==> src/rtl/rnc_pkg.sv <==
// ----------------------------------------------------------------------------
// rnc_pkg
// shared types and codes of the radix node16 child table
// ----------------------------------------------------------------------------
package rnc_pkg;

  // function codes
  localparam logic [3:0] FN_INSERT   = 4'd0;
  localparam logic [3:0] FN_CHANGE   = 4'd1;
  localparam logic [3:0] FN_REMOVE   = 4'd2;
  localparam logic [3:0] FN_LOOKUP   = 4'd3;
  localparam logic [3:0] FN_RANGE    = 4'd4;
  localparam logic [3:0] FN_SMALLEST = 4'd5;
  localparam logic [3:0] FN_LARGEST  = 4'd6;
  localparam logic [3:0] FN_ANY      = 4'd7;
  localparam logic [3:0] FN_ANY_REV  = 4'd8;

  // result status codes
  localparam logic [1:0] ST_OK      = 2'd0;
  localparam logic [1:0] ST_FULL    = 2'd1;
  localparam logic [1:0] ST_FLOOR   = 2'd2;
  localparam logic [1:0] ST_MISSING = 2'd3;

  // register index of remove_floor
  localparam logic REG_REMOVE_FLOOR = 1'b0;

  localparam logic [4:0] REMOVE_FLOOR_RESET = 5'd3;
  localparam int LEAF_BIT    = 63;
  localparam int MAX_RESULTS = 16;
  localparam int NW          = $clog2(MAX_RESULTS + 1);

  typedef struct packed {
    logic [3:0]  func;
    logic [7:0]  key;
    logic [7:0]  key_high;
    logic [63:0] child_value;
    logic        force_req;
  } req_t;

  typedef struct packed {
    logic [1:0]  status;
    logic [7:0]  key_out;
    logic [63:0] child_out;
    logic        last;
  } rsp_t;

  // controller to datapath
  typedef struct packed {
    logic load;
    logic issue;
    logic commit;
  } cmd_t;

  // datapath to controller
  typedef struct packed {
    logic scan_more;
    logic rd_busy;
    logic out_free;
    logic range_again;
  } sts_t;

endpackage

==> src/rtl/radix_node16_child_table.sv <==
// ----------------------------------------------------------------------------
// radix_node16_child_table
// sixteen-slot radix tree node child table with insert, change, remove,
// lookup, sorted range list, smallest/largest in range and any-child queries
// ----------------------------------------------------------------------------
//
//  channel   handshake                 payload          direction
//  -------   -----------------------   --------------   ---------
//  req       req_valid / req_stall     rnc_pkg::req_t   in
//  rsp       rsp_valid / rsp_stall     rnc_pkg::rsp_t   out
//  apb       psel / penable / pready   remove_floor     config
//
//  one transaction at a time; each pass reads the used slots one per cycle
//  through a single registered memory port (nothing is read for an insert);
//  the result register loads once the last read data has landed and the
//  output register is free, and the next request can be taken in the cycle
//  after the final result loads; range list runs one pass per result plus
//  a final one, each result leaving as the next pass ends
//  req_stall is high from acceptance until the last result is in the output
//  register; the output register keeps holding while rsp_stall is high
//  rst clears counts and control; slot contents need no clearing pass since
//  only slots below the used count are ever read
//
module radix_node16_child_table #(
  parameter int SLOTS = 16
) (
  input  logic          clk,
  input  logic          rst,
  // request channel
  input  logic          req_valid,
  output logic          req_stall,
  input  rnc_pkg::req_t req,
  // result channel
  output logic          rsp_valid,
  input  logic          rsp_stall,
  output rnc_pkg::rsp_t rsp,
  // configuration port
  input  logic          psel,
  input  logic          penable,
  input  logic          pwrite,
  input  logic [2:0]    paddr,
  input  logic [31:0]   pwdata,
  output logic [31:0]   prdata,
  output logic          pready
);
  import rnc_pkg::*;

  cmd_t       cmd;
  sts_t       sts;
  logic [4:0] remove_floor;

  // apb register: remove_floor at byte address 0
  assign pready = 1'b1;

  always_ff @(posedge clk) begin
    if (rst) begin
      remove_floor <= REMOVE_FLOOR_RESET;
    end else if (psel && penable && pwrite && pready && (paddr[2] == REG_REMOVE_FLOOR)) begin
      remove_floor <= pwdata[4:0];
    end
  end

  // read data, zero beyond the register list
  always_comb begin
    if (paddr[2] == REG_REMOVE_FLOOR) begin
      prdata = {27'd0, remove_floor};
    end else begin
      prdata = 32'd0;
    end
  end

  // sequencer
  rnc_ctrl u_ctrl (
    .clk       (clk),
    .rst       (rst),
    .req_valid (req_valid),
    .req_stall (req_stall),
    .sts       (sts),
    .cmd       (cmd)
  );

  // slot storage, compare and result register
  rnc_dp #(
    .SLOTS (SLOTS)
  ) u_dp (
    .clk          (clk),
    .rst          (rst),
    .cmd          (cmd),
    .sts          (sts),
    .req          (req),
    .remove_floor (remove_floor),
    .rsp          (rsp),
    .rsp_valid    (rsp_valid),
    .rsp_stall    (rsp_stall)
  );

endmodule

==> src/rtl/rnc_ctrl.sv <==
// ----------------------------------------------------------------------------
// rnc_ctrl
// sequencer: accept, slot scan, commit of one transaction at a time
// ----------------------------------------------------------------------------
module rnc_ctrl (
  input  logic          clk,
  input  logic          rst,
  input  logic          req_valid,
  output logic          req_stall,
  input  rnc_pkg::sts_t sts,
  output rnc_pkg::cmd_t cmd
);
  import rnc_pkg::*;

  typedef enum logic [1:0] {
    S_IDLE,
    S_SCAN,
    S_FINISH
  } state_t;

  state_t state;

  always_comb begin
    cmd        = '0;
    cmd.load   = (state == S_IDLE) && req_valid;
    cmd.issue  = (state == S_SCAN) && sts.scan_more;
    cmd.commit = (state == S_FINISH) && sts.out_free;
  end

  always_ff @(posedge clk) begin
    if (rst) begin
      state     <= S_IDLE;
      req_stall <= 1'b0;
    end else begin
      case (state)
        S_IDLE: begin
          if (req_valid) begin
            state     <= S_SCAN;
            req_stall <= 1'b1;
          end
        end
        S_SCAN: begin
          // last read data has landed
          if (!sts.scan_more && !sts.rd_busy) begin
            state <= S_FINISH;
          end
        end
        S_FINISH: begin
          if (sts.out_free) begin
            if (sts.range_again) begin
              state <= S_SCAN;
            end else begin
              state     <= S_IDLE;
              req_stall <= 1'b0;
            end
          end
        end
        default: begin
          state     <= S_IDLE;
          req_stall <= 1'b0;
        end
      endcase
    end
  end

endmodule

==> src/rtl/rnc_dp.sv <==
// ----------------------------------------------------------------------------
// rnc_dp
// slot memories, scan compare, selection registers and result register
// ----------------------------------------------------------------------------
module rnc_dp #(
  parameter int SLOTS = 16
) (
  input  logic          clk,
  input  logic          rst,
  input  rnc_pkg::cmd_t cmd,
  output rnc_pkg::sts_t sts,
  input  rnc_pkg::req_t req,
  input  logic [4:0]    remove_floor,
  output rnc_pkg::rsp_t rsp,
  output logic          rsp_valid,
  input  logic          rsp_stall
);
  import rnc_pkg::*;

  localparam int IDXW = (SLOTS > 1) ? $clog2(SLOTS) : 1;
  localparam int CNTW = $clog2(SLOTS + 1);
  localparam int CMPW = (CNTW > 5) ? CNTW : 5;

  logic [7:0]  key_mem   [SLOTS];
  logic [63:0] child_mem [SLOTS];

  req_t            op;
  logic [CNTW-1:0] used, live, cnt, scan_len;
  logic [IDXW-1:0] rd_addr, rd_idx, sel_idx, prev_idx;
  logic            rd_vld;
  logic [7:0]      rd_key, sel_key, prev_key;
  logic [63:0]     rd_child, sel_child, pend_child;
  logic [7:0]      pend_key;
  logic            found, leaf_found, take;
  logic [NW-1:0]   n_found;

  // commit decode
  logic            out_load, restart;
  rsp_t            res;
  logic            we_key, we_child;
  logic [IDXW-1:0] w_addr;
  logic [63:0]     w_child;
  logic            inc_counts, dec_live, range_found_step;

  always_comb begin
    if (op.func >= FN_CHANGE && op.func <= FN_ANY_REV) begin
      scan_len = used;
    end else begin
      scan_len = '0;
    end
  end

  always_comb begin
    if (op.func == FN_ANY_REV) begin
      rd_addr = IDXW'(used - CNTW'(1) - cnt);
    end else begin
      rd_addr = cnt[IDXW-1:0];
    end
  end

  // per-slot candidate test on the returned read data
  always_comb begin
    logic rd_live, in_lo, in_hi, after;
    rd_live = (rd_child != 64'd0);
    in_lo   = (rd_key >= op.key);
    in_hi   = (rd_key <= op.key_high);
    after   = (n_found == '0) || (rd_key > prev_key) ||
              ((rd_key == prev_key) && (rd_idx > prev_idx));
    case (op.func)
      FN_CHANGE, FN_REMOVE, FN_LOOKUP: take = rd_live && (rd_key == op.key) && !found;
      FN_RANGE:    take = rd_live && in_lo && in_hi && after &&
                          (!found || (rd_key < sel_key));
      FN_SMALLEST: take = rd_live && in_lo && (!found || (rd_key <= sel_key));
      FN_LARGEST:  take = rd_live && in_hi && (!found || (rd_key >= sel_key));
      FN_ANY, FN_ANY_REV: take = rd_live && !leaf_found;
      default:     take = 1'b0;
    endcase
  end

  assign range_found_step = (op.func == FN_RANGE) && found &&
                            (n_found != NW'(MAX_RESULTS));

  always_comb begin
    out_load      = 1'b1;
    restart       = 1'b0;
    res.status    = ST_OK;
    res.key_out   = op.key;
    res.child_out = 64'd0;
    res.last      = 1'b1;
    we_key        = 1'b0;
    we_child      = 1'b0;
    w_addr        = sel_idx;
    w_child       = op.child_value;
    inc_counts    = 1'b0;
    dec_live      = 1'b0;
    case (op.func)
      FN_INSERT: begin
        w_addr = used[IDXW-1:0];
        if (used >= CNTW'(SLOTS)) begin
          res.status = ST_FULL;
        end else begin
          we_key     = 1'b1;
          we_child   = 1'b1;
          inc_counts = 1'b1;
        end
      end
      FN_CHANGE: begin
        if (!found) begin
          res.status = ST_MISSING;
        end else begin
          we_child = 1'b1;
        end
      end
      FN_REMOVE: begin
        w_child = 64'd0;
        if ((CMPW'(live) == CMPW'(remove_floor)) && !op.force_req) begin
          res.status = ST_FLOOR;
        end else if (!found) begin
          res.status = ST_MISSING;
        end else begin
          we_child = 1'b1;
          dec_live = (live != '0);
        end
      end
      FN_LOOKUP: begin
        if (found) begin
          res.child_out = sel_child;
        end else begin
          res.status  = ST_MISSING;
          res.key_out = 8'd0;
        end
      end
      FN_RANGE: begin
        if (range_found_step) begin
          // hold the new candidate, release the previous one
          restart       = 1'b1;
          out_load      = (n_found != '0);
          res.key_out   = pend_key;
          res.child_out = pend_child;
          res.last      = 1'b0;
        end else if (n_found != '0) begin
          // nothing further in range, or the list is at its cap
          res.key_out   = pend_key;
          res.child_out = pend_child;
        end else begin
          res.status  = ST_MISSING;
          res.key_out = 8'd0;
        end
      end
      FN_SMALLEST, FN_LARGEST, FN_ANY, FN_ANY_REV: begin
        if (found) begin
          res.key_out   = sel_key;
          res.child_out = sel_child;
        end else begin
          res.status  = ST_MISSING;
          res.key_out = 8'd0;
        end
      end
      default: out_load = 1'b0;
    endcase
  end

  // slot memories
  always_ff @(posedge clk) begin
    if (cmd.commit && we_key) begin
      key_mem[w_addr] <= op.key;
    end
    if (cmd.commit && we_child) begin
      child_mem[w_addr] <= w_child;
    end
    if (cmd.issue) begin
      rd_key   <= key_mem[rd_addr];
      rd_child <= child_mem[rd_addr];
    end
  end

  // control state
  always_ff @(posedge clk) begin
    if (rst) begin
      used       <= '0;
      live       <= '0;
      cnt        <= '0;
      rd_vld     <= 1'b0;
      found      <= 1'b0;
      leaf_found <= 1'b0;
      n_found    <= '0;
      rsp_valid  <= 1'b0;
    end else begin
      rd_vld <= cmd.issue;
      if (cmd.load) begin
        cnt        <= '0;
        found      <= 1'b0;
        leaf_found <= 1'b0;
        n_found    <= '0;
      end else if (cmd.commit && restart) begin
        cnt     <= '0;
        found   <= 1'b0;
        n_found <= NW'(n_found + NW'(1));
      end else begin
        if (cmd.issue) begin
          cnt <= CNTW'(cnt + CNTW'(1));
        end
        if (rd_vld && take) begin
          found      <= 1'b1;
          leaf_found <= rd_child[LEAF_BIT];
        end
      end
      if (cmd.commit && inc_counts) begin
        used <= CNTW'(used + CNTW'(1));
        live <= CNTW'(live + CNTW'(1));
      end else if (cmd.commit && dec_live) begin
        live <= CNTW'(live - CNTW'(1));
      end
      if (cmd.commit && out_load) begin
        rsp_valid <= 1'b1;
      end else if (rsp_valid && !rsp_stall) begin
        rsp_valid <= 1'b0;
      end
    end
  end

  // payload registers
  always_ff @(posedge clk) begin
    if (cmd.load) begin
      op <= req;
    end
    if (cmd.issue) begin
      rd_idx <= rd_addr;
    end
    if (rd_vld && take) begin
      sel_idx   <= rd_idx;
      sel_key   <= rd_key;
      sel_child <= rd_child;
    end
    if (cmd.commit && restart) begin
      pend_key   <= sel_key;
      pend_child <= sel_child;
      prev_key   <= sel_key;
      prev_idx   <= sel_idx;
    end
    if (cmd.commit && out_load) begin
      rsp <= res;
    end
  end

  always_comb begin
    sts             = '0;
    sts.scan_more   = (cnt < scan_len);
    sts.rd_busy     = rd_vld;
    sts.out_free    = !rsp_valid || !rsp_stall;
    sts.range_again = range_found_step;
  end

endmodule

==> config.mk <==
export PLATFORM = sky130hd
export DESIGN_NAME = radix_node16_child_table
export DESIGN_NICKNAME = d
export VERILOG_FILES = /design/src/rtl/rnc_pkg.sv /design/src/rtl/radix_node16_child_table.sv /design/src/rtl/rnc_ctrl.sv /design/src/rtl/rnc_dp.sv
export SDC_FILE = /design/constraint.sdc
export NUM_CORES = 2
export LEC_CHECK = 0
export ABC_AREA = 1
export BUFFER_PORTS_ARGS = -buffer_cell sky130_fd_sc_hd__buf_2
export CORE_ASPECT_RATIO = 0.75
export CORE_MARGIN = 3
export CORE_UTILIZATION = 55
export CTS_BUF_LIST = sky130_fd_sc_hd__clkbuf_4 sky130_fd_sc_hd__clkbuf_8 sky130_fd_sc_hd__clkbuf_16
export CTS_CLUSTER_SIZE = 16
export DETAILED_ROUTE_END_ITERATION = 8
export PLACE_DENSITY_LB_ADDON = 0.08
export SLEW_MARGIN = 20
export SYNTH_ARGS = -nofsm -noshare
export SYNTH_HDL_FRONTEND = slang
export SYNTH_SLANG_ARGS = --single-unit
==> constraint.sdc <==
create_clock -name clk -period 4.95 [get_ports clk]
set_clock_uncertainty 0.15 [all_clocks]
set_input_delay 0 -clock clk [delete_from_list [all_inputs] [get_ports clk]]
set_output_delay 0 -clock clk [all_outputs]
set_load 0.02 [all_outputs]
==> impl_metrics.json <==
{
  "status": "complete, no violations",
  "hp-class": "input pin to register",
  "yosys_register_bits": 1572,
  "synth_area_leader_cell": "edfxtp_1",
  "synth-compound-area-share_pct": 10.9,
  "tns_ps": 0,
  "yosys-top-cells-area": "edfxtp_1 75%, nor2_1 5.2%, o21ai_0 4.7%",
  "firstDrtPassIters": 6,
  "yosysSeqAreaShare_pct": 76.3,
  "final_common_cell": "edfxtp_1",
  "cp-end-kind": "register",
  "path_clk_slew_ps": 60,
  "rsz0062_at_grt": "no",
  "grt_pass1_vias": 35700,
  "max_freq_mhz": 252,
  "worstSkewPairLatency_ps": 760,
  "dieHeight_um": 295,
  "cts_root_buf": "clkbuf_16",
  "synth_edf_count": 1540,
  "drc": 0,
  "syn_to_final_growth_pct": 16.1,
  "numClockSinks": 1572,
  "antenna_found_initial": 3,
  "syn-cell-area_um2": 61400,
  "wire_per_inst_um": 24.6,
  "grt_max_degree": 196,
  "yosys.area_share.simple_pct": 7.30,
  "start_util_pct": 55.8,
  "dpl.hpwl_um": 81800,
  "slew_violations": 0,
  "relSlewSlack_pct": 25.5,
  "synth_top_area_share_pct": 75.3,
  "pwr-share-seq_pct": 52.8,
  "critPathLaunchType": "register",
  "muxShareOfSynthArea_pct": 0,
  "die_w_um": 392,
  "setup_viol": 0,
  "period_share_pct": 80.1,
  "cts_max_level": 4,
  "ant_nets": 0,
  "fin_cells": 6442,
  "p_int_mw": 22.3,
  "vias": 38100,
  "final_nets": 5053,
  "synth_cell_types": 46,
  "first_iter_violations": 4570,
  "tightest_slew_ps": 1120,
  "power-per-cell-area_nw_per_um2": 395,
  "synthAdderAreaFrac_pct": 1.10,
  "min_period_ps": 3970,
  "gr-total-overflow": 0,
  "syn_avg_cell_area_um2": 13.6,
  "cts_buffers": 150,
  "clockPowerShare_pct": 42.9,
  "cts_tree": "built",
  "postCtsSetupRepairBufs": 0,
  "grt.total_usage_pct": 27.4,
  "async_reset_ff_share_pct": 0,
  "n_fill_cell": 7971,
  "hold_viol_final": 0,
  "synth_flop_cell": "edfxtp_1",
  "p_leak_nw": 24.4,
  "clk_path_buf_depth": 3,
  "crit_fanout": 22,
  "coreArea_um2": 110000,
  "peakVddDrop_uv": 340,
  "required_ps": 5170,
  "finalWirelength_um": 159000,
  "pwr-share-comb_pct": 4.3,
  "drt-vias-per-instance": 5.92,
  "drive_above_1_share_pct": 11.2,
  "synth_warnings": 0,
  "switching_share_pct": 20.7,
  "dieArea_um2": 116000,
  "ios": 237,
  "max_cap_violations": 0,
  "setup.worst_path.class": "register to register",
  "p_switching_mw": 5.82,
  "syn_inst": 4524,
  "synth-xor-area-share_pct": 0.126,
  "worstPathArrival_ps": 4190,
  "rows": 105,
  "synth_top_family_by_area": "compound AO/OA/AOI/OAI gates",
  "placed_cells": 5966,
  "grt_pass1_wl_um": 234000,
  "port-buffer-count": 179,
  "final_cell_mix": "1540 x edfxtp_1, 833 x nor2_1, 575 x o21ai_0, 300 x inv_1, 204 x o22ai_1",
  "place.gp.congestion": 0.827
}
==> flip-flops by register name (all words and copies together) (netlist names), 64 cells and up <==
| register | flops |
|---|---|
| u_dp.child_mem | 1024 |
| u_dp.key_mem | 128 |
| u_dp.op | 85 |
| u_dp.rsp | 75 |
| u_dp.pend_child | 64 |
| u_dp.rd_child | 64 |
| u_dp.sel_child | 64 |
==> synth_stat cells, types with 5 or more instances <==
cell type	instances
nor2_1	850
inv_1	302
ha_1	51
edfxtp_1	1540
o221ai_1	158
buf_2	111
buf_4	39
dfxtp_1	32
nor3_1	12
a21oi_1	40
nand3_1	99
o22ai_1	204
o21ai_0	575
clkbuf_1	118
o21ai_1	161
buf_6	8
nand4_1	7
inv_2	8
or2_2	5
clkbuf_2	10
nand2_1	145
==> metrics by stage <==
step | hold WS [ps] | util, % | power [mW] | setup slack (ps) | area (µm²)
floorplan | -70.2 | - | 15.8 | 18.1 | 61500
global placement | 26.2 | 58.2 | 16.2 | 1160 | 64100
detailed placement | 28.1 | 58.2 | 16.2 | 1040 | 64100
CTS | 48.0 | 64.8 | 28.3 | 1010 | 71300
global route | 206 | 64.8 | 29.0 | 824 | 71300
finish | 170 | 64.8 | 28.1 | 983 | 71300
==> path summary, 6_finish.rpt <==
kind / startpoint / endpoint / slack (ps) / cells past startpoint
setup / recovery: u_dp.op[84] / u_dp.child_mem[8][51] / 980 / 10
hold / removal: psel / remove_floor[1] / 170 / 4
setup reg to reg: u_dp.op[84] / u_dp.child_mem[8][51] / 980 / 10
hold reg to reg: u_dp.sel_child[36] / u_dp.pend_child[36] / 290 / 0
==> critical path, stage by stage (launching register included) <==
cell and delay, ps:
edfxtp_1 520, inv_1 160, nand2_2 120, nor2_2 260, inv_1 160, o21ai_0 500, inv_1 130, nor2_1 260
nand2_1 170, nor2_4 540, buf_4 580
==> power groups by stage <==
stage | Combinational (mW) | Clock, mW | Sequential (mW)
3_5_place_dp | 1.07 | 0 | 15.1
2_1_floorplan | 0.691 | 0 | 15.1
6_report | 1.21 | 12.1 | 14.8
3_3_place_gp | 1.05 | 0 | 15.1
4_1_cts | 1.19 | 12.3 | 14.8
5_1_grt | 1.33 | 12.8 | 14.8
==> per-layer routing <==
layer,wire (µm),vias to the layer above,track usage (%)
met1,70500,18900,42.3
met4,3010,0,7.34
met3,16000,203,5.68
met5,0,-,0
met2,69100,1759,40.0
li1,-,17300,-
==> layout make-up <==
cell class / count / area [µm²] / area share, %
Clock buffer: 171 / 4000 / 5.61
Multi-Input combinational cell: 2377 / 12200 / 17.2
Clock inverter: 105 / 1220 / 1.71
Tap cell: 1444 / 1810 / 2.53
Inverter: 311 / 1200 / 1.69
Timing Repair Buffer: 461 / 3960 / 5.55
Antenna cell: 1 / 2.50 / 0.00351
Sequential cell: 1572 / 46900 / 65.7
==> cell families (layout without fill, tap and decap cells) <==
| logic type | count (synthesis) | in the layout |
|---|---|---|
| flip-flops | 1572 | 1572 |
| AO/OA/AOI/OAI | 1155 | 1155 |
| AND/OR/NAND/NOR | 1133 | 1133 |
| buffers and inverters | 601 | 1048 |
| adder cells (fa/ha/maj) | 53 | 53 |
| XOR/XNOR | 8 | 8 |
| other | 2 | 29 |
==> repair_timing <==
| action | CTS | global route |
|---|---|---|
| endpoints found under the hold margin | 184 | 0 |
| endpoints found under the setup margin | 0 | 0 |
| gates resized for setup | 0 | 0 |
| hold buffers | 199 | 0 |
Note: power is estimated with default switching activity, not from simulation.
